==> src/rtl/core/roe_ef_pkg.sv <==
`timescale 1ns / 1ps

package roe_ef_pkg;

  localparam int unsigned NumLanes  = 2;
  localparam int unsigned LanePlus  = 0;
  localparam int unsigned LaneMinus = 1;

endpackage

==> src/rtl/core/roe_ef_div_step.sv <==
`timescale 1ns / 1ps

module roe_ef_div_step #(
  parameter int unsigned DATA_WIDTH = 32
) (
  input  logic                                              clk_i,
  input  logic                                              rst_ni,
  input  logic                                              in_valid_i,
  output logic                                              in_ready_o,
  input  logic [DATA_WIDTH-1:0]                             conv_i,
  input  logic [roe_ef_pkg::NumLanes-1:0][4*DATA_WIDTH+5:0] lane_i,
  output logic                                              out_valid_o,
  input  logic                                              out_ready_i,
  output logic [DATA_WIDTH-1:0]                             conv_o,
  output logic [roe_ef_pkg::NumLanes-1:0][4*DATA_WIDTH+5:0] lane_o
);

  localparam int unsigned W = DATA_WIDTH;

  logic         valid_q, valid_d, en;
  logic [W-1:0] conv_q;
  logic [roe_ef_pkg::NumLanes-1:0][4*W+5:0] lane_d, lane_q;

  logic [W+1:0] rem  [roe_ef_pkg::NumLanes];
  logic [W:0]   dq   [roe_ef_pkg::NumLanes];
  logic [W+1:0] den  [roe_ef_pkg::NumLanes];
  logic [W+2:0] shf  [roe_ef_pkg::NumLanes];
  logic [W+2:0] dif  [roe_ef_pkg::NumLanes];
  logic         ge   [roe_ef_pkg::NumLanes];

  assign in_ready_o = !valid_q || out_ready_i;
  assign en         = in_ready_o && in_valid_i;
  assign valid_d    = in_ready_o ? in_valid_i : valid_q;

  // one restoring step: partial remainder takes the next dividend bit,
  // the quotient bit shifts in where the dividend bit left
  always_comb begin
    for (int i = 0; i < roe_ef_pkg::NumLanes; i++) begin
      dq[i]     = lane_i[i][W:0];
      rem[i]    = lane_i[i][2*W+2:W+1];
      den[i]    = lane_i[i][3*W+4:2*W+3];
      shf[i]    = {rem[i], dq[i][W]};
      ge[i]     = shf[i] >= {1'b0, den[i]};
      dif[i]    = shf[i] - {1'b0, den[i]};
      lane_d[i] = {lane_i[i][4*W+5:2*W+3], ge[i] ? dif[i][W+1:0] : shf[i][W+1:0],
                   dq[i][W-1:0], ge[i]};
    end
  end

  always_ff @(posedge clk_i or negedge rst_ni) begin
    if (!rst_ni) begin
      valid_q <= 1'b0;
    end else begin
      valid_q <= valid_d;
    end
  end

  always_ff @(posedge clk_i) begin
    if (en) begin
      lane_q <= lane_d;
      conv_q <= conv_i;
    end
  end

  assign out_valid_o = valid_q;
  assign conv_o      = conv_q;
  assign lane_o      = lane_q;

endmodule

==> config.mk <==
export PLATFORM = sky130hd
export DESIGN_NAME = roe_ef_div_step
export DESIGN_NICKNAME = d
export VERILOG_FILES = /design/src/rtl/core/roe_ef_pkg.sv /design/src/rtl/core/roe_ef_div_step.sv
export SDC_FILE = /design/constraint.sdc
export NUM_CORES = 1
export LEC_CHECK = 0
export ABC_CLOCK_PERIOD_IN_PS = 10150
export BUFFER_PORTS_ARGS = -buffer_cell sky130_fd_sc_hd__buf_4
export CORE_AREA = 2 2 237 239
export DETAILED_ROUTE_END_ITERATION = 10
export DIE_AREA = 0 0 239 241
export PLACE_DENSITY_LB_ADDON = 0.08
export SYNTH_ARGS = -nofsm -noshare
export SYNTH_HDL_FRONTEND = slang
export SYNTH_SLANG_ARGS = --single-unit
==> constraint.sdc <==
create_clock -name clk_i -period 10.15 [get_ports clk_i]
set_clock_uncertainty 0.05 [all_clocks]
set_input_delay 1.5225 -clock clk_i [delete_from_list [all_inputs] [get_ports clk_i]]
set_output_delay 1.5225 -clock clk_i [all_outputs]
set_load 0.05 [all_outputs]
### Word-level counts from Yosys, hierarchy flattened

Cells that the tools add are included.

* $add $sub $neg: 2
* multiply operators: 0
* divide/modulo/power cells: 0
* magnitude comparators: 2
* equal/unequal tests: 0
* shift-type cells: 0
* multiplexer cells: 2
* bitwise gates (word level): 0
* reductions and logical operators: 3

Operators with widths (count)
* greater-or-equal comparator 35 x 34 -> 1 bit: 2
* 2-to-1 mux 34 bit: 2
* subtractor 34 bit: 2
* logical AND 1 bit: 1
* logical NOT 1 bit: 1
* logical OR 1 bit: 1

* register bits after elaboration: 301
* bits in latches: 0
* memory bits (writable): 0
* memory bits (read-only): 0
* input bits: 304
* output and inout port bits: 302
* logic and storage cells: 13
* memories kept: 0

### Logic depth before layout (Yosys ltp)

Gate-level depths: netlist (run 1).

* word-level depth: 3
* mapped depth: 14
* mapped depth without buffers: 13

### Worst setup path before layout (run 1)

No wires, ideal clock.

* path kind: input port to flip-flop
* start point: input out_ready_i
* end point: register conv_q[0] (netlist: conv_o[0]) (enable)
* setup time: 699 ps
* arrival time: 8842 ps
* data required time: 9401 ps
* path slack: 559 ps
* cell stages on the path: 2
* path through: nand2b_1 and2_1

* cells in the longest elaborated chain, start to end: 2

Ends and longest elaborated chain
* from (decl): RTL line roe_ef_div_step.sv:13 `input logic out_ready_i,`
* logical OR 1 bit: RTL line roe_ef_div_step.sv:31 `assign in_ready_o = !valid_q || out_ready_i;`
* logical AND 1 bit: RTL line roe_ef_div_step.sv:32 `assign en = in_ready_o && in_valid_i;`
* named net en: RTL line roe_ef_div_step.sv:20 `logic valid_q, valid_d, en;`
* to (signal assigned): RTL line roe_ef_div_step.sv:61 `conv_q <= conv_i;`
* to (decl): RTL line roe_ef_div_step.sv:21 `logic [W-1:0] conv_q;`

The timed path passes the listed nets, and every way through them passes these cells.
A chain may end at the register's enable or synchronous reset.

==> flow_summary_export.csv, run 1 <==
group,metric,value,unit
detailed_routing,wirelength_met1,17.9,mm
yosys,seq_area_frac_synth,0.662,
final_layout,drive_above_1_share,0.408,
place,numPortBuffers,605,
timing,fin_crit,4710,ps
timing,holdWs,510,ps
detailed_routing,routedWlPerCell,20.1,µm
grt,antenna_found_initial,9,
worst_setup_path,reg2reg_slack,7070,ps
place,gp_congestion,0.787,
clocking,cts.repair.resized,0,
grt,grt_max_degree,149,
clocking,cts_setup_buffers,0,
job,maxCapViolCount,0,
worst_hold_path,hold_path.class,"register to register",
worst_setup_path,reg2regPathDepth,4,
grt,grt_pass1_vias,10800,
timing,slew_violations,0,
timing,hold_viol,0,
yosys,synth_ff_type,"edfxtp_1",
yosys,ys_types,65,
pwr,powerDensity,184,nW/µm²
clocking,cts_buffer_depth,3,
status,run_status,"finished, final reports clean",
timing,relSlewSlack,0.230,
worst_setup_path,r2r_start,"out_valid_o",
clocking,insertion_delay,550,ps
worst_setup_path,end_kind,"register",
yosys,synth_edf_count,300,
worst_setup_path,critPathBufInv,4,
detailed_routing,wl,48.0,mm
clocking,cts_sinks,301,
detailed_routing,topRoutingLayerUsed,"met5",
detailed_routing,vias,10500,
final_layout,nets,2024,
pwr,cellLeakagePower,8.68,nW
floorplanning,pin_count,606,
floorplanning,core_area,54900,µm²
grt,grt-ovfl-total,0,
floorplanning,num_rows,86,
worst_setup_path,critPathRequiredTime,10390,ps
floorplanning,dieArea,57600,µm²
timing,fmax,0.212,GHz
timing,tightestPinTransition,1160,ps
timing,finalSetupViolations,0,
worst_setup_path,cp.arrival,4950,ps
yosys,synthesis.area,13600,µm²
place,place_hpwl,37.8,mm
timing,fin_setup_tns,0,ps
detailed_routing,met2_length,24.9,mm
timing,rsz0062_at_grt,"no",
yosys,synth_cells,1026,
pwr,total_power,3.74,mW
timing,fin_crit_sh,0.464,
grt,track_usage,0.158,
clocking,cts_max_level,2,
worst_setup_path,timing.rr.end,"conv_o[17]",
yosys,ys_warn_count,0,
floorplanning,die_w,239,µm
yosys,synth_seq_cells,301,
floorplanning,start_util,0.249,
detailed_routing,viasPerCell,4.38,
worst_setup_path,path_depth,13,
worst_setup_path,critPathKind,"input pin to register",
yosys,syn_avg_cell_area,13.3,µm²
yosys,async_flop_share,0.00332,
worst_setup_path,critPathCapture,"lane_o[55]",
detailed_routing,wl_met3,4.25,mm
worst_setup_path,path_cells,"buf_4, inv_1, ha_1, nor2b_1, o31ai_1, a21oi_1, a221o_1, a211o_1, a21oi_2, o211a_2, buf_4, inv_2, mux2_4",
worst_setup_path,crit_top_cell,"buf_4",
final_layout,final_common_cell,"buf_4",
final_layout,fill_cells,5504,
worst_setup_path,cpLargestDelayFamily,"compound AO/OA/AOI/OAI gates",
worst_setup_path,critPathMaxFanout,43,
worst_setup_path,cpMaxStageDelayCell,"o211a_2",
clocking,cts_buffers,39,
floorplanning,fp.dieH,241,µm
grt,grt_first_pass_wirelength,67.9,mm
pwr,ir_drop,0.000109,V
detailed_routing,post-route-drc-count,0,
final_layout,area_growth,48.5,%
detailed_routing,firstDrtPassIters,5,
worst_setup_path,cp-start-kind,"input pin",
clocking,clockRootBuffer,"clkbuf_16",
detailed_routing,drtIter0Drc,490,
yosys,synthesis.nets,1400,
clocking,cts.hold.buffers_added,0,
final_layout,most-common-layout-cells,"buf_4, edfxtp_1, inv_1",
worst_setup_path,startpoint,"lane_i[68]",
clocking,cts_tree,"built",
detailed_routing,antenna_left,0,
final_layout,finish.utilization,0.369,
worst_setup_path,cp_slowest_stage_delay,510,ps
clocking,clk_pin_slew_worst_paths,50,ps
## cells in the mapped netlist, types with 14 or more instances
master	number	area, µm²
edfxtp_1	300	9010
inv_1	90	338
a21oi_1	87	435
ha_1	68	851
nand2_1	67	251
nor2_1	52	195
o21ai_0	52	260
a21o_1	31	233
xnor2_1	31	272
nand3_1	25	125
xor2_1	23	201
and3_1	14	87.6
clkbuf_1	14	52.6
o21bai_1	14	105
## power breakdown
group / internal [mW] / switching (mW) / total (mW)
Clock: 0.813 / 0.551 / 1.36
Combinational: 0.302 / 0.564 / 0.866
Sequential: 1.48 / 0.0233 / 1.51
## how the worst min path moves through the flow
stage	end	startpoint	slack [ps]	cells past startpoint
2_1_floorplan	out_valid_o	out_valid_o	1130	2
3_3_place_gp	out_valid_o	out_valid_o	490	2
3_5_place_dp	out_valid_o	out_valid_o	500	2
4_1_cts	out_valid_o	out_valid_o	520	2
5_1_grt	out_valid_o	out_valid_o	570	2
6_report	out_valid_o	out_valid_o	510	2
## worst min-delay path, stage by stage (launching register included)
cell and delay [ps]:
dfrtp_1 350, nand2b_1 100, nand2b_1 80
## metal layers
metal  track usage  up-vias
met5             0        -
li1              -     5078
met3        0.0603       51
met1         0.176     4979
met4        0.0460        4
met2         0.281      348
## area by class of cell
| class | count | area (µm²) | share of cell area |
|---|---|---|---|
| clock inverter | 19 | 228 | 0.0112 |
| inverter | 91 | 342 | 0.0169 |
| clock buffer | 49 | 1010 | 0.0500 |
| antenna | 7 | 17.5 | 0.000865 |
| timing repair buffer | 611 | 4600 | 0.227 |
| multi-input combinational | 606 | 4140 | 0.204 |
| sequential | 301 | 9030 | 0.446 |
| tap | 704 | 881 | 0.0435 |
## flip-flops by register name (all words and copies together), names as in the netlist
register     count
out_valid_o      1
lane_o         268
conv_o          32
## cell families after synthesis
| kind of cell | Yosys count | synth area share |
|---|---|---|
| adders and majority gates | 70 | 0.0653 |
| xor gates and xnor gates | 54 | 0.0347 |
| AOI/OAI and AO/OA | 252 | 0.115 |
| DFF | 301 | 0.662 |
| muxes | 14 | 0.0117 |
| and+or+nand+nor | 216 | 0.0757 |
| buffers and inverters | 119 | 0.0354 |
## per-stage QoR
step | area (µm²) | instances | setup slack, ps
2_1_floorplan | 13600 | 1026 | 559
3_3_place_gp | 19000 | 2313 | 4860
3_5_place_dp | 19000 | 2313 | 4860
4_1_cts | 20200 | 2381 | 5440
5_1_grt | 20200 | 2385 | 5190
6_report | 20300 | 2388 | 5440
Note: power is estimated with default switching activity, not from simulation.
==> inputs of run 2 (changes only) <==
ABC_CLOCK_PERIOD_IN_PS = 4400   (was 10150)
clock period = 4.4 ns   (was 10.15 ns; I/O delays follow)
==> run 2 against run 1 <==
Effect of this change:
- via count fell by 0.13%
- setup slack got worse by 4600 ps
- sequential power rose by 130%
- clock power rose by 130%
- critical path depth rose by 1
- combinational power rose by 130%
- cell count rose by 0.17%
- clock-buffer cell count fell by 3
- wire length rose by 1.3%
- non-clock buffer count rose by 11
- core utilization rose by 0.20 points
- cell area rose by 0.53%
- largest cell class unchanged
- largest power group unchanged
==> flow_summary_export.csv, run 2 (same netlist as run 1, synthesis figures left out) <==
group,metric,value,unit
timing,fin_setup_tns,0,ps
clocking,cts_sinks,301,
floorplanning,core_area,54900,µm²
timing,finalSetupViolations,0,
floorplanning,fp.dieH,241,µm
detailed_routing,firstDrtPassIters,4,
detailed_routing,viasPerCell,4.37,
pwr,ir_drop,0.000272,V
pwr,powerDensity,423,nW/µm²
clocking,clk_pin_slew_worst_paths,60,ps
floorplanning,start_util,0.249,
grt,track_usage,0.159,
grt,met2_usage,0.285,
timing,hold_viol,0,
place,place_hpwl,38.9,mm
timing,rsz0062_at_grt,"no",
clocking,cts.repair.resized,0,
detailed_routing,vias,10400,
grt,grt_pass1_vias,10700,
grt,top_usage_layer,"met2",
timing,fin_crit_sh,0.800,
timing,slew_violations,0,
pwr,total_power,8.61,mW
final_layout,finish.utilization,0.371,
timing,relSlewSlack,0.554,
detailed_routing,wl,48.6,mm
clocking,clockRootBuffer,"clkbuf_16",
final_layout,area_growth,49.3,%
final_layout,most-common-layout-cells,"buf_4, edfxtp_1, inv_1",
timing,fmax,0.284,GHz
final_layout,final_common_cell,"buf_4",
grt,grt_first_pass_wirelength,67.6,mm
grt,use_met3,0.0542,
detailed_routing,antenna_left,0,
timing,holdWs,227,ps
worst_setup_path,cpMaxStageDelayCell,"fa_1",
floorplanning,dieArea,57600,µm²
worst_setup_path,cp.arrival,3850,ps
worst_setup_path,path_cells,"buf_4, inv_1, ha_1, inv_1, fa_1, a211oi_1, o21ai_0, a21oi_1, o22ai_1, o31ai_1, a21oi_1, a41oi_1, mux2_2, o2111ai_1",
final_layout,fill_cells,5457,
place,gp_congestion,0.820,
worst_setup_path,critPathMaxFanout,4,
grt,use_met1,0.178,
worst_setup_path,cp-start-kind,"input pin",
worst_setup_path,end_kind,"register",
clocking,cts_max_level,2,
status,run_status,"finished, final reports clean",
floorplanning,pin_count,606,
timing,fin_crit,3520,ps
floorplanning,die_w,239,µm
worst_setup_path,critPathRequiredTime,4730,ps
grt,grt_max_degree,69,
clocking,cts_tree,"built",
clocking,insertion_delay,530,ps
detailed_routing,post-route-drc-count,0,
place,dp_cells,2323,
final_layout,final_cells,2392,
worst_setup_path,cp_slowest_stage_delay,420,ps
detailed_routing,drtIter0Drc,389,
floorplanning,num_rows,86,
worst_setup_path,critPathKind,"input pin to register",
clocking,cts_buffer_depth,3,
final_layout,largest_reg_flops,268,
grt,grt-ovfl-total,0,
final_layout,drive_above_1_share,0.414,
timing,tightestPinTransition,669,ps
detailed_routing,routedWlPerCell,20.3,µm
job,maxCapViolCount,0,
clocking,cts_buffers,38,
worst_hold_path,hold_path.class,"input pin to register",
final_layout,nets,2034,
grt,antenna_found_initial,4,
pwr,cellLeakagePower,8.76,nW
place,numPortBuffers,605,
-- run 2: changes by cell type in the layout (fill, tap and decap cells not counted), sizes merged --
cell	change
clkbuf	-3
diode	-6
dlygate4sd3	+1
inv	-1
clkinvlp	-1
buf	+10
clkinv	+4
-- run 2: path summary, 6_finish.rpt --
kind	from	end	slack (ps)	cells after the start
setup / recovery	lane_i[166]	lane_o[197]	880	14
hold / removal	conv_i[0]	conv_o[0]	230	1
setup reg to reg	out_valid_o	lane_o[238]	2390	3
hold reg to reg	out_valid_o	out_valid_o	530	2
max in group asynchronous	rst_ni	out_valid_o	3800	2
min in group asynchronous	rst_ni	out_valid_o	420	2
-- run 2: what timing repair did --
| action | in CTS | in global routing |
|---|---|---|
| buffers inserted | 0 | 0 |
| hold buffers | 1 | 0 |
| hold endpoints to repair | 1 | 0 |
-- run 2: layout make-up --
class,instances,area [µm²],area share
Sequential cell,301,9030,0.444
Timing Repair Buffer,622,4730,0.233
Multi-Input combinational cell,606,4140,0.203
Clock buffer,46,1000,0.0492
Tap cell,704,881,0.0433
Inverter,91,342,0.0168
Clock inverter,21,226,0.0111
Antenna cell,1,2.50,0.000123
-- run 2: report_power, final --
part	switching (mW)	leakage, nW	internal, mW	total, mW
Combinational	1.31	5.29	0.716	2.02
Clock	1.26	0.600	1.86	3.12
Sequential	0.0578	2.87	3.42	3.47
Total	2.62	8.76	5.99	8.61
-- run 2: metrics by stage --
stage               worst slack [ps]  cell area [µm²]
floorplan                        590            13600
global placement                 444            19100
detailed placement               381            19100
CTS                              969            20400
global route                     623            20400
finish                           879            20400
-- run 2: critical path: cells and delay by family --
| kind | cells | cell delay (ps) |
|---|---|---|
| buf+inv | 3 | 220 |
| mux | 1 | 370 |
| fa+ha+maj | 2 | 580 |
| compound gates | 8 | 2010 |
-- run 2: metal layers --
| metal | routed length, µm | share of wire |
|---|---|---|
| met2 | 25300 | 0.52 |
| met5 | 37 | 0.00076 |
| met1 | 18300 | 0.38 |
| met4 | 937 | 0.019 |
| met3 | 3940 | 0.081 |
