[src/rtl/core/roe_ef_pkg.sv]
`timescale 1ns / 1ps

package roe_ef_pkg;

  localparam int unsigned NumLanes  = 2;
  localparam int unsigned LanePlus  = 0;
  localparam int unsigned LaneMinus = 1;

endpackage

[src/rtl/core/roe_ef_front.sv]
`timescale 1ns / 1ps

module roe_ef_front #(
  parameter int unsigned DATA_WIDTH = 32
) (
  input  logic                                                  clk_i,
  input  logic                                                  rst_ni,
  input  logic                                                  mode_i,
  input  logic                                                  in_valid_i,
  output logic                                                  in_ready_o,
  input  logic signed [DATA_WIDTH-1:0]                          vel_left_i,
  input  logic signed [DATA_WIDTH-1:0]                          sound_left_i,
  input  logic signed [DATA_WIDTH-1:0]                          vel_right_i,
  input  logic signed [DATA_WIDTH-1:0]                          sound_right_i,
  input  logic signed [DATA_WIDTH-1:0]                          vel_avg_i,
  input  logic signed [DATA_WIDTH-1:0]                          sound_avg_i,
  output logic                                                  out_valid_o,
  input  logic                                                  out_ready_i,
  output logic [DATA_WIDTH-1:0]                                 conv_o,
  output logic [roe_ef_pkg::NumLanes-1:0][3*DATA_WIDTH+2:0]     lane_o
);

  localparam int unsigned W  = DATA_WIDTH;
  localparam int unsigned W1 = W + 1;
  localparam int unsigned W2 = W + 2;
  localparam int unsigned SideLeft  = 0;
  localparam int unsigned SideRight = 1;
  localparam int unsigned SideAvg   = 2;

  // stage a: edge eigenvalues
  logic               va_q, va_d;
  logic               rdy_a, en_a;
  logic               mode_a_q;
  logic signed [W:0]  lam_d [roe_ef_pkg::NumLanes][3];
  logic signed [W:0]  lam_q [roe_ef_pkg::NumLanes][3];
  logic [W-1:0]       ua_u;
  logic [W-1:0]       conv_a_d, conv_a_q;

  // stage b: epsilon, magnitude, fix decision
  logic               vb_q, vb_d;
  logic               rdy_b, en_b;
  logic [W-1:0]       conv_b_q;
  logic [roe_ef_pkg::NumLanes-1:0][3*W+2:0] lane_b_d, lane_b_q;

  logic signed [W+1:0] dif_lo  [roe_ef_pkg::NumLanes];
  logic signed [W+1:0] dif_hi  [roe_ef_pkg::NumLanes];
  logic signed [W+1:0] peak    [roe_ef_pkg::NumLanes];
  logic [W:0]          lam_u   [roe_ef_pkg::NumLanes];
  logic [W:0]          mag_l   [roe_ef_pkg::NumLanes];
  logic [W+2:0]        eps     [roe_ef_pkg::NumLanes];
  logic                use_fix [roe_ef_pkg::NumLanes];
  logic                eps_big [roe_ef_pkg::NumLanes];
  logic [W-1:0]        dflt    [roe_ef_pkg::NumLanes];

  assign rdy_b      = !vb_q || out_ready_i;
  assign rdy_a      = !va_q || rdy_b;
  assign in_ready_o = rdy_a;
  assign en_a       = rdy_a && in_valid_i;
  assign en_b       = rdy_b && va_q;
  assign va_d       = rdy_a ? in_valid_i : va_q;
  assign vb_d       = rdy_b ? va_q : vb_q;

  always_comb begin
    lam_d[roe_ef_pkg::LanePlus][SideLeft]   = W1'(vel_left_i) + W1'(sound_left_i);
    lam_d[roe_ef_pkg::LanePlus][SideRight]  = W1'(vel_right_i) + W1'(sound_right_i);
    lam_d[roe_ef_pkg::LanePlus][SideAvg]    = W1'(vel_avg_i) + W1'(sound_avg_i);
    lam_d[roe_ef_pkg::LaneMinus][SideLeft]  = W1'(vel_left_i) - W1'(sound_left_i);
    lam_d[roe_ef_pkg::LaneMinus][SideRight] = W1'(vel_right_i) - W1'(sound_right_i);
    lam_d[roe_ef_pkg::LaneMinus][SideAvg]   = W1'(vel_avg_i) - W1'(sound_avg_i);
    ua_u     = vel_avg_i;
    conv_a_d = ua_u[W-1] ? (~ua_u + 1'b1) : ua_u;
  end

  always_comb begin
    for (int i = 0; i < roe_ef_pkg::NumLanes; i++) begin
      dif_lo[i] = W2'(lam_q[i][SideAvg]) - W2'(lam_q[i][SideLeft]);
      dif_hi[i] = W2'(lam_q[i][SideRight]) - W2'(lam_q[i][SideAvg]);
      peak[i]   = '0;
      if (dif_lo[i] > peak[i]) begin
        peak[i] = dif_lo[i];
      end
      if (dif_hi[i] > peak[i]) begin
        peak[i] = dif_hi[i];
      end
      eps[i]     = {peak[i][W:0], 2'b00};
      lam_u[i]   = lam_q[i][SideAvg];
      mag_l[i]   = lam_u[i][W] ? (~lam_u[i] + 1'b1) : lam_u[i];
      use_fix[i] = mode_a_q && ({2'b00, mag_l[i]} < eps[i]);
      eps_big[i] = |eps[i][W+2:W+1];
      dflt[i]    = ((use_fix[i] && eps_big[i]) || mag_l[i][W]) ? '1 : mag_l[i][W-1:0];
      lane_b_d[i] = {use_fix[i] && !eps_big[i], dflt[i], mag_l[i], eps[i][W:0]};
    end
  end

  always_ff @(posedge clk_i or negedge rst_ni) begin
    if (!rst_ni) begin
      va_q <= 1'b0;
      vb_q <= 1'b0;
    end else begin
      va_q <= va_d;
      vb_q <= vb_d;
    end
  end

  always_ff @(posedge clk_i) begin
    if (en_a) begin
      lam_q    <= lam_d;
      conv_a_q <= conv_a_d;
      mode_a_q <= mode_i;
    end
    if (en_b) begin
      lane_b_q <= lane_b_d;
      conv_b_q <= conv_a_q;
    end
  end

  assign out_valid_o = vb_q;
  assign conv_o      = conv_b_q;
  assign lane_o      = lane_b_q;

endmodule

[config.mk]
export PLATFORM = sky130hd
export DESIGN_NAME = roe_ef_front
export DESIGN_NICKNAME = d
export VERILOG_FILES = /design/src/rtl/core/roe_ef_pkg.sv /design/src/rtl/core/roe_ef_front.sv
export SDC_FILE = /design/constraint.sdc
export NUM_CORES = 1
export LEC_CHECK = 0
export BUFFER_PORTS_ARGS = -buffer_cell sky130_fd_sc_hd__buf_4
export CORE_ASPECT_RATIO = 0.5
export CORE_MARGIN = 1.5
export CORE_UTILIZATION = 45
export DETAILED_ROUTE_END_ITERATION = 8
export GPL_ROUTABILITY_DRIVEN = 0
export GPL_TIMING_DRIVEN = 0
export HOLD_SLACK_MARGIN = 0.03
export MAX_ROUTING_LAYER = met4
export PLACE_DENSITY = 0.64
export SLEW_MARGIN = 20
export SYNTH_ARGS = -nofsm -noshare
export SYNTH_HDL_FRONTEND = slang
export SYNTH_SLANG_ARGS = --single-unit
[constraint.sdc]
create_clock -name clk_i -period 8.67 [get_ports clk_i]
set_input_delay 0 -clock clk_i [delete_from_list [all_inputs] [get_ports clk_i]]
set_output_delay 0 -clock clk_i [all_outputs]
set_load 0.01 [all_outputs]
; ---- Word-level counts from Yosys, hierarchy flattened
; Index checks and enable logic that the tools add are counted.
; Widths: inputs -> output; s select.
[classes]
addsub = 13
multipliers = 0
div_mod_pow = 0
magnitude_cmp = 6
n_eq_ne = 0
shift = 0
muxes = 7
n_bitwise = 3
reduce_logical = 18
[ops]
columns = operator, count
row1 = $sub 33x33->34, 4
row2 = $mux 33, 4
row3 = $add 32x32->33, 3
row4 = $sub 32x32->33, 3
row5 = $lt 33x35->1, 2
row6 = $gt 34x1->1 const B, 2
row7 = $gt 34x34->1, 2
row8 = $mux 34, 2
row9 = $add 33x1->33 const B, 2
row10 = $not 33->33, 2
row11 = $add 32x1->32 const B, 1
row12 = $not 32->32, 1
row13 = $mux 31, 1
row14 = $logic_and 1x1->1, 8
row15 = $logic_not 1->1, 4
row16 = $logic_or 1x1->1, 4
row17 = $reduce_or 2->1, 2
[word_totals]
regBits = 459
latchBits = 0
ramBits = 0
mem_bits_ro = 0
inputBits = 197
output_inout_bits = 232
word_cells = 63
memories = 0

; ---- Logic depth before layout (Yosys ltp)
; Gate-level depths: netlist of run 1.
[logic_depth]
ltp_word = 9
depth_mapped = 38

; ---- Least setup slack after synthesis of run 1
; OpenSTA, ideal clock, no wires.
[synth_timing]
path_kind = flip-flop to flip-flop
start = register lam_q[99] (netlist name)
end = register lane_b_q (netlist bit lane_o[98]) (data pin)
setup_ns = 0.167
t_arrival_ns = 7.008
required_ns = 8.503
setup_slack_ns = 1.494
stages_incl_launch_ff = 37
n_path_buf = 4
period_less_slack_ns = 7.176
path_cell_list = edfxtp_1 > inv_1 > ha_1 > nor2b_1 > o31a_1 > o41a_1 > a311oi_4 > a31oi_1 > a21oi_1 > o21bai_1 > a21oi_2 > buf_2 > buf_2 > nor2_1 > inv_1 > ha_1 > nand4_1 > or3_1 > o211ai_1 > a221o_1 > a31oi_1 > nor3_1 > o21a_1 > buf_1 > buf_2 > nand2_1 > o21a_1 > ha_1 > a21o_1 > a21o_1 > a21oi_1 > o21ai_0 > a21o_1 > a221o_1 > a31oi_1 > o31ai_1 > a211oi_1
[synth_lines]
columns = element, line_no
row1 = "start, declared", roe_ef_front.sv:35  ; logic signed [W:0] lam_q [roe_ef_pkg::NumLanes][3];
row2 = "start signal, assigned", roe_ef_front.sv:107  ; lam_q <= lam_d;
row3 = "end signal, assigned", roe_ef_front.sv:112  ; lane_b_q <= lane_b_d;
row4 = "end, declared", roe_ef_front.sv:43  ; logic [roe_ef_pkg::NumLanes-1:0][3*W+2:0] lane_b_d, lane_b_q;

==> results of run 1 <==
==> registers in the layout, summed over array words and instances (netlist names) <==
register	count
va_q	1
out_valid_o	1
lane_o	193
lam_q	195
mode_a_q	1
conv_o	32
conv_a_q	32
==> cells by family after synthesis <==
logic type | after synthesis
compound gates | 1020
xor+xnor | 358
fa+ha+maj | 461
buf+inv | 548
flops | 455
mux | 55
other cells | 1
simple gates | 932
==> per-layer routing <==
metal | track usage | vias to the layer above | part of all wire
met1 | 0.3640 | 14948 | 0.43
met2 | 0.4123 | 1241 | 0.43
met5 | - | - | 0
met3 | 0.08689 | 198 | 0.11
li1 | - | 15095 | -
met4 | 0.08289 | 0 | 0.030
==> area by class of cell <==
type                            count  area share
Tap cell                         1087     0.03017
Clock inverter                     32    0.007827
Antenna cell                       13   0.0007216
Timing Repair Buffer              640      0.1207
Buffer                            103     0.01038
Multi-Input combinational cell   2830      0.4649
Sequential cell                   455      0.3029
Inverter                          444     0.03705
Clock buffer                       50     0.02540
==> report_power, final <==
group	switching (mW)	internal (mW)	total (mW)
registers	0.275	3.06	3.33
logic	3.53	2.52	6.05
clock network	0.902	1.14	2.04
==> how the worst max path moves through the flow <==
stage	startpoint	to	depth (start not counted)
6_report	lam_q[99]	lane_o[197]	36
5_1_grt	lam_q[4]	lane_o[197]	35
2_1_floorplan	lam_q[99]	lane_o[98]	36
3_5_place_dp	lam_q[99]	lane_o[197]	35
4_1_cts	lam_q[99]	lane_o[98]	33
3_3_place_gp	lam_q[99]	lane_o[197]	34
==> cell usage in the layout, fill, tap and decap left out, types with 28 or more instances in the layout <==
cell type	n
sky130_fd_sc_hd__nand3_1	58
sky130_fd_sc_hd__a21oi_1	300
sky130_fd_sc_hd__nor3_1	69
sky130_fd_sc_hd__clkbuf_16	45
sky130_fd_sc_hd__dlygate4sd3_1	199
sky130_fd_sc_hd__nor2b_1	52
sky130_fd_sc_hd__o31ai_1	41
sky130_fd_sc_hd__nor2_1	270
sky130_fd_sc_hd__a31oi_1	38
sky130_fd_sc_hd__edfxtp_1	453
sky130_fd_sc_hd__inv_1	436
sky130_fd_sc_hd__nand2b_1	100
sky130_fd_sc_hd__ha_1	450
sky130_fd_sc_hd__a211oi_1	28
sky130_fd_sc_hd__xnor2_1	292
sky130_fd_sc_hd__nand4_1	39
sky130_fd_sc_hd__buf_4	441
sky130_fd_sc_hd__or3_1	34
sky130_fd_sc_hd__o21ai_0	181
sky130_fd_sc_hd__xor2_1	66
sky130_fd_sc_hd__a21o_1	134
sky130_fd_sc_hd__nand2_1	174
sky130_fd_sc_hd__o21bai_1	68
sky130_fd_sc_hd__o21a_1	57
sky130_fd_sc_hd__mux2i_1	39
sky130_fd_sc_hd__clkbuf_1	77
==> worst max-delay path: cells and delay by family, from the launching register on <==
kind	cells	cell delay [ps]
XOR/XNOR	1	220
buffers and inverters	4	830
adder cells (fa/ha/maj)	4	1310
multiplexers	1	350
AO/OA/AOI/OAI	18	3490
AND/OR/NAND/NOR	8	1440
flip-flops	1	540
==> what timing repair did <==
action                                  CTS  global route
cloned                                    0             0
hold buffers                            199             0
pin swaps                                 1             3
endpoints found under the hold margin   142             0
buffers inserted                          2             7
gates resized for setup                   8            15
endpoints found under the setup margin    2             2
==> stage by stage <==
step / hold slack [ps] / instance area (sq um)
final: 53.81 / 45080
after global routing: 60.17 / 45080
after CTS: 30.20 / 44950
after detailed placement: -215.3 / 41430
after global placement: -217.9 / 41220
after floorplan: -295.6 / 36680
==> results.txt, run 1 <==
----------------------------------------------------
[Synth]
  Cell Area, Synth ... 0.03667 sq mm
  Share of synthesized cell area in full adder, half adder and majority cells ... 0.1593
  Leading register cell type out of synthesis ... sky130_fd_sc_hd__edfxtp_1
  Share of synthesized cell area in and, or, nand and nor gates ... 0.1294
  Number of flip-flops and latches in the synthesized netlist ... 455
  Cell type with the highest aggregate area in the netlist ... sky130_fd_sc_hd__edfxtp_1
  Gate count after technology mapping ... 3830
  Fraction of synthesized cell area taken by the top area cell type ... 0.3710
  Share of cell area taken by muxes after synthesis ... 0.01552
  Sequential-to-total area share from yosys stat ... 0.3723
  Post-synthesis compound-gate area fraction ... 0.1802
  Commonest cells post-synth ... 453 x sky130_fd_sc_hd__edfxtp_1, 451 x sky130_fd_sc_hd__ha_1, 437 x sky130_fd_sc_hd__inv_1
  Unique masters post-synth ... 85
  Largest family of logic cells by synthesized area ... compound AO/OA/AOI/OAI gates
  Largest cells by area after synthesis ... sky130_fd_sc_hd__edfxtp_1 37%, sky130_fd_sc_hd__ha_1 15%, sky130_fd_sc_hd__xnor2_1 7.0%, sky130_fd_sc_hd__inv_1 4.5%, sky130_fd_sc_hd__a21oi_1 4.1%
  Warning count from the yosys run ... 0
  Number of enable flip-flop cells after synthesis ... 453
  Post-Syn Area per Cell ... 9.574 sq um
  Share of synthesized registers carrying an async set or reset ... 0.004396
  Post-synthesis xor/xnor area fraction ... 0.08551
  Most used standard cell by instance count after synthesis ... sky130_fd_sc_hd__edfxtp_1

[Routing]
  Remaining number of nets flagged by the antenna check after routing ... 0
  Routed wirelength normalized by instance count ... 20.55 um
  Via-per-instance ratio ... 5.568
  Number of violations reported at the end of detailed-routing iteration 0 ... 3119
  Detailed Routing Iterations Pass 1 ... 9
  DRC errors left ... 0
  Vias after detailed routing ... 31482
  Aggregate routed wire length ... 116200 um

[Global route]
  Largest net degree at the start of global routing ... 62
  First-pass GRT wire length ... 170100 um
  Overall track demand over capacity in global routing ... 0.2785
  Antenna violations before repair ... 14
  Via count of the first global-routing pass ... 29260
  Congestion Overflow GR ... 0

[STA]
  Slew @ Worst Pin ... 837.9 ps
  Minimum period implied by the final worst setup slack ... 8346 ps
  Fmax ... 119.8 MHz
  Final sum of negative setup slack ... 0 ps
  Max-slew violation total from the final report ... 0
  Total setup violations reported at the end of the flow ... 0
  Worst-case headroom to the max-slew limit ... 0.4362
  Number of hold violations in the final report ... 0
  Final Cycle Share ... 0.9626
  Setup clock skew after layout ... 38.65 ps
  Post-layout worst setup margin ... 324.1 ps

[Critical path]
  Worst setup path category ... reg -> reg
  Register-to-Register Path Depth ... 36
  Crit path capture type ... register
  Worst r2r src ... lam_q[99]
  Startpoint types ... register
  Required time at the worst-slack endpoint ... 9120 ps
  Critical path's largest stage delay ... 540 ps
  Register-to-Register Setup Slack ... 320 ps
  Maximum fanout encountered on the critical timing path ... 6
  Reg2reg end ... lane_o[197]
  CP most frequent cell ... sky130_fd_sc_hd__a21o_1
  Slowest cell on crit path ... sky130_fd_sc_hd__edfxtp_1
  Critical Path AT ... 8790 ps

[Placement]
  Number of cells after detailed placement ... 5352
  Minimum setup slack after placement ... -939.9 ps
  Count of input and output buffers ... 424
  Detailed placer's ending HPWL ... 92670 um

[Floorplanning]
  Row count ... 73
  Area of the die ... 0.08332 sq mm
  # IOs ... 429
  Die boundary height ... 204.9 um
  Width of the chip ... 406.7 um
  Starting utilization of the core area ... 0.4583
  Area of the core ... 0.08001 sq mm

[Cells and area]
  Fillcell total ... 7069
  Multi-input logic area ... 0.02096 sq mm
  Share of cells above drive strength 1 ... 0.1383
  Sequential Area ... 0.01365 sq mm
  Area Growth Syn to Fin ... 22.93%
  Final Net Count ... 5177
  Core Util, Final ... 0.5634
  Post-Layout Cell Count ... 5654

[Worst hold path]
  Number of cells traversed by the worst hold path ... 4
  HP Start ... sound_right_i[25]
  Type of the tightest min-delay check ... in -> reg
  Hold Path Sink ... lam_q[158]

[Clock tree]
  Clock Root Buffer ... sky130_fd_sc_hd__clkbuf_16
  CTS HTree Levels ... 2
  CTS buffer count ... 45
  CTS tree ... built
  Clock-pin transition on the worst setup and hold timing paths ... 70 ps
  Largest buffer count on any clock path ... 3
  Clk Latency, worst-skew pair ... 620 ps
  Number of clock sinks ... 455

[Power and ir drop]
  Leakage Power ... 19.77 nW
  Total power draw ... 11.42 mW
  Power per cell area ... 253.3 mW/mm^2
  VDD IR-drop max ... 165.4 uV

[Run]
  Max cap viols ... 0

[Run status]
  Status ... completed

----------------------------------------------------
Power figures use the tool's default switching activity.
==> run 2, diff against run 1 <==
CORE_MARGIN = not set   (was 1.5)
CTS_CLUSTER_SIZE = 16   (was not set)
SLEW_MARGIN = not set   (was 20)
==> run 2 against run 1 <==
Effect of this change:
- sequential share of layout area is 0.16 points higher
- wire length about the same
- sequential power is essentially flat
- total power shrank 0.28%
- hold slack worse by 17 ps
- critical path depth down 2
- non-clock buffer count decreased by 19
- combinational power about the same
- flip-flop and latch count unchanged
- via count about the same
- worst setup slack got worse by 140 ps
==> results.txt, run 2 (synthesis results as in run 1) <==
----------------------------------------------------
[Global route]
  Congestion Overflow GR ... 0 (unchanged)
  Overall track demand over capacity in global routing ... 0.2813 (+0.002812)
  Antenna violations before repair ... 16 (+2)
  Largest net degree at the start of global routing ... 75 (+21%)
  First-pass GRT wire length ... 171100 um (+0.57%)
  Via count of the first global-routing pass ... 29259 (-0.0034%)

[STA]
  Slew @ Worst Pin ... 760.2 ps (-77.74 ps)
  Worst-case headroom to the max-slew limit ... 0.4801 (+0.04388)
  Setup repair after global routing missed its margin ... no
  Setup clock skew after layout ... 28.17 ps (-10.48 ps)
  Fmax ... 117.8 MHz (-1.7%)
  Worst hold slack after final layout ... 37.31 ps (-16.50 ps)
  Final Cycle Share ... 0.9789 (+0.01629)
  Number of hold violations in the final report ... 0 (unchanged)
  Total setup violations reported at the end of the flow ... 0 (unchanged)
  Minimum period implied by the final worst setup slack ... 8487 ps (+141.2 ps)
  Max-slew violation total from the final report ... 0 (unchanged)
  Final sum of negative setup slack ... 0 ps (unchanged)

[Floorplanning]
  Row count ... 73 (unchanged)
  Width of the chip ... 405.7 um (-0.25%)
  # IOs ... 429 (unchanged)
  Starting utilization of the core area ... 0.4583 (unchanged)
  Area of the die ... 0.08271 sq mm (-0.73%)
  Die boundary height ... 203.9 um (-0.49%)
  Area of the core ... 0.08001 sq mm (unchanged)

[Clock tree]
  Clk Latency, worst-skew pair ... 610 ps (about the same)
  Number of clock sinks ... 455 (unchanged)
  CTS tree ... built
  Largest buffer count on any clock path ... 3 (unchanged)
  CTS buffer count ... 44 (-2.2%)
  CTS HTree Levels ... 2 (unchanged)
  Clock Root Buffer ... sky130_fd_sc_hd__clkbuf_16
  Clock-pin transition on the worst setup and hold timing paths ... 60 ps (about the same)

[Routing]
  Remaining number of nets flagged by the antenna check after routing ... 0 (unchanged)
  DRC errors left ... 0 (unchanged)
  Vias after detailed routing ... 31462 (-0.064%)
  Routed wirelength normalized by instance count ... 20.65 um (+0.47%)
  Detailed Routing Iterations Pass 1 ... 5 (-4)
  Aggregate routed wire length ... 116300 um (about the same)
  Via-per-instance ratio ... 5.585 (+0.31%)
  Number of violations reported at the end of detailed-routing iteration 0 ... 3075 (-1.4%)

[Critical path]
  Worst setup path category ... reg -> reg
  Worst r2r src ... lam_q[4]
  Maximum fanout encountered on the critical timing path ... 10 (+4)
  CP most frequent cell ... sky130_fd_sc_hd__a21o_1
  Crit. Startpoint ... lam_q[4]
  Required time at the worst-slack endpoint ... 9110 ps (about the same)
  Critical path's largest stage delay ... 510 ps (-30 ps)
  Crit path capture type ... register
  Slowest cell on crit path ... sky130_fd_sc_hd__edfxtp_1
  Startpoint types ... register
  Critical Path AT ... 8930 ps (+140 ps)

[Power and ir drop]
  Total power draw ... 11.39 mW (-0.28%)
  Leakage Power ... 19.67 nW (-0.51%)
  VDD IR-drop max ... 171.3 uV (+3.6%)
  Power per cell area ... 254.0 mW/mm^2 (+0.26%)

[Cells and area]
  Max FFs per register ... 195 (unchanged)
  Area Growth Syn to Fin ... 22.27%
  Most common library cell in the layout ignoring fill and taps ... sky130_fd_sc_hd__edfxtp_1
  Fillcell total ... 7082 (+0.18%)
  Final Net Count ... 5157 (-0.39%)
  Leading cell types in the layout, fill and taps excluded ... 453 x sky130_fd_sc_hd__edfxtp_1, 451 x sky130_fd_sc_hd__ha_1, 442 x sky130_fd_sc_hd__buf_4
  Share of cells above drive strength 1 ... 0.1375 (-0.0008730)
  Top register by number of flip-flops ... lam_q

[Placement]
  Detailed placer's ending HPWL ... 93260 um (+0.64%)
  Count of input and output buffers ... 424 (unchanged)

[Run status]
  Status ... completed

[Worst hold path]
  Type of the tightest min-delay check ... in -> reg
  HP Start ... vel_right_i[4]

[Run]
  Max cap viols ... 0 (unchanged)

----------------------------------------------------
==> run 2: through the flow <==
| step | area, sq um | util | worst slack, ps | std cells |
|---|---|---|---|---|
| 3_3_place_gp | 41220 | 0.5152 | -925.5 | 5344 |
| 5_1_grt | 44840 | 0.5604 | 7.594 | 5633 |
| 3_5_place_dp | 41390 | 0.5174 | -984.2 | 5350 |
| 6_report | 44840 | 0.5604 | 182.9 | 5633 |
| 4_1_cts | 44690 | 0.5586 | 106.4 | 5612 |
| 2_1_floorplan | 36680 | - | 1494 | 3833 |
==> run 2: area by class of cell <==
class | instances | area (sq um) | area share
timing repair buffer | 622 | 5255 | 0.1172
inverter | 444 | 1670 | 0.03725
multi-input combinational | 2830 | 20960 | 0.4674
sequential | 455 | 13650 | 0.3045
buffer | 102 | 456.7 | 0.01019
clock buffer | 49 | 1141 | 0.02545
tap | 1087 | 1360 | 0.03033
antenna | 14 | 35.03 | 0.0007814
clock inverter | 30 | 309.0 | 0.006893
==> run 2: what timing repair did <==
item	in CTS	in global routing
setup endpoints to repair	2	2
hold buffers	181	0
gates resized for setup	9	11
pin swaps	1	3
setup buffers	2	9
hold endpoints to repair	125	0
==> run 2: final timing paths <==
kind	depth (start not counted)	endpoint	slack [ps]
max	34	lane_o[197]	180
max reg2reg	34	lane_o[197]	180
min	4	lam_q[137]	40
min in group asynchronous	3	va_q	280
min reg2reg	0	conv_o[8]	420
max in group asynchronous	3	out_valid_o	8270
==> run 2: power by group <==
part	internal, mW	switching, mW	total (mW)
clock network	1.13	0.891	2.02
logic	2.51	3.54	6.04
registers	3.06	0.271	3.33
==> run 2: routing by layer <==
metal | vias to the layer above | share of wire | track usage
met1 | 14980 | 0.44 | 0.3828
li1 | 15069 | - | -
met3 | 179 | 0.099 | 0.06495
met5 | - | 0 | -
met4 | 0 | 0.027 | 0.07938
met2 | 1234 | 0.44 | 0.4177
==> run 2: worst max-delay path, delay by kind of cell, from the launching register on <==
kind / cells / cell delay (ps)
compound gates: 20 / 4590
fa+ha+maj: 3 / 970
buf+inv: 4 / 830
flops: 1 / 510
mux: 1 / 340
simple gates: 6 / 1060
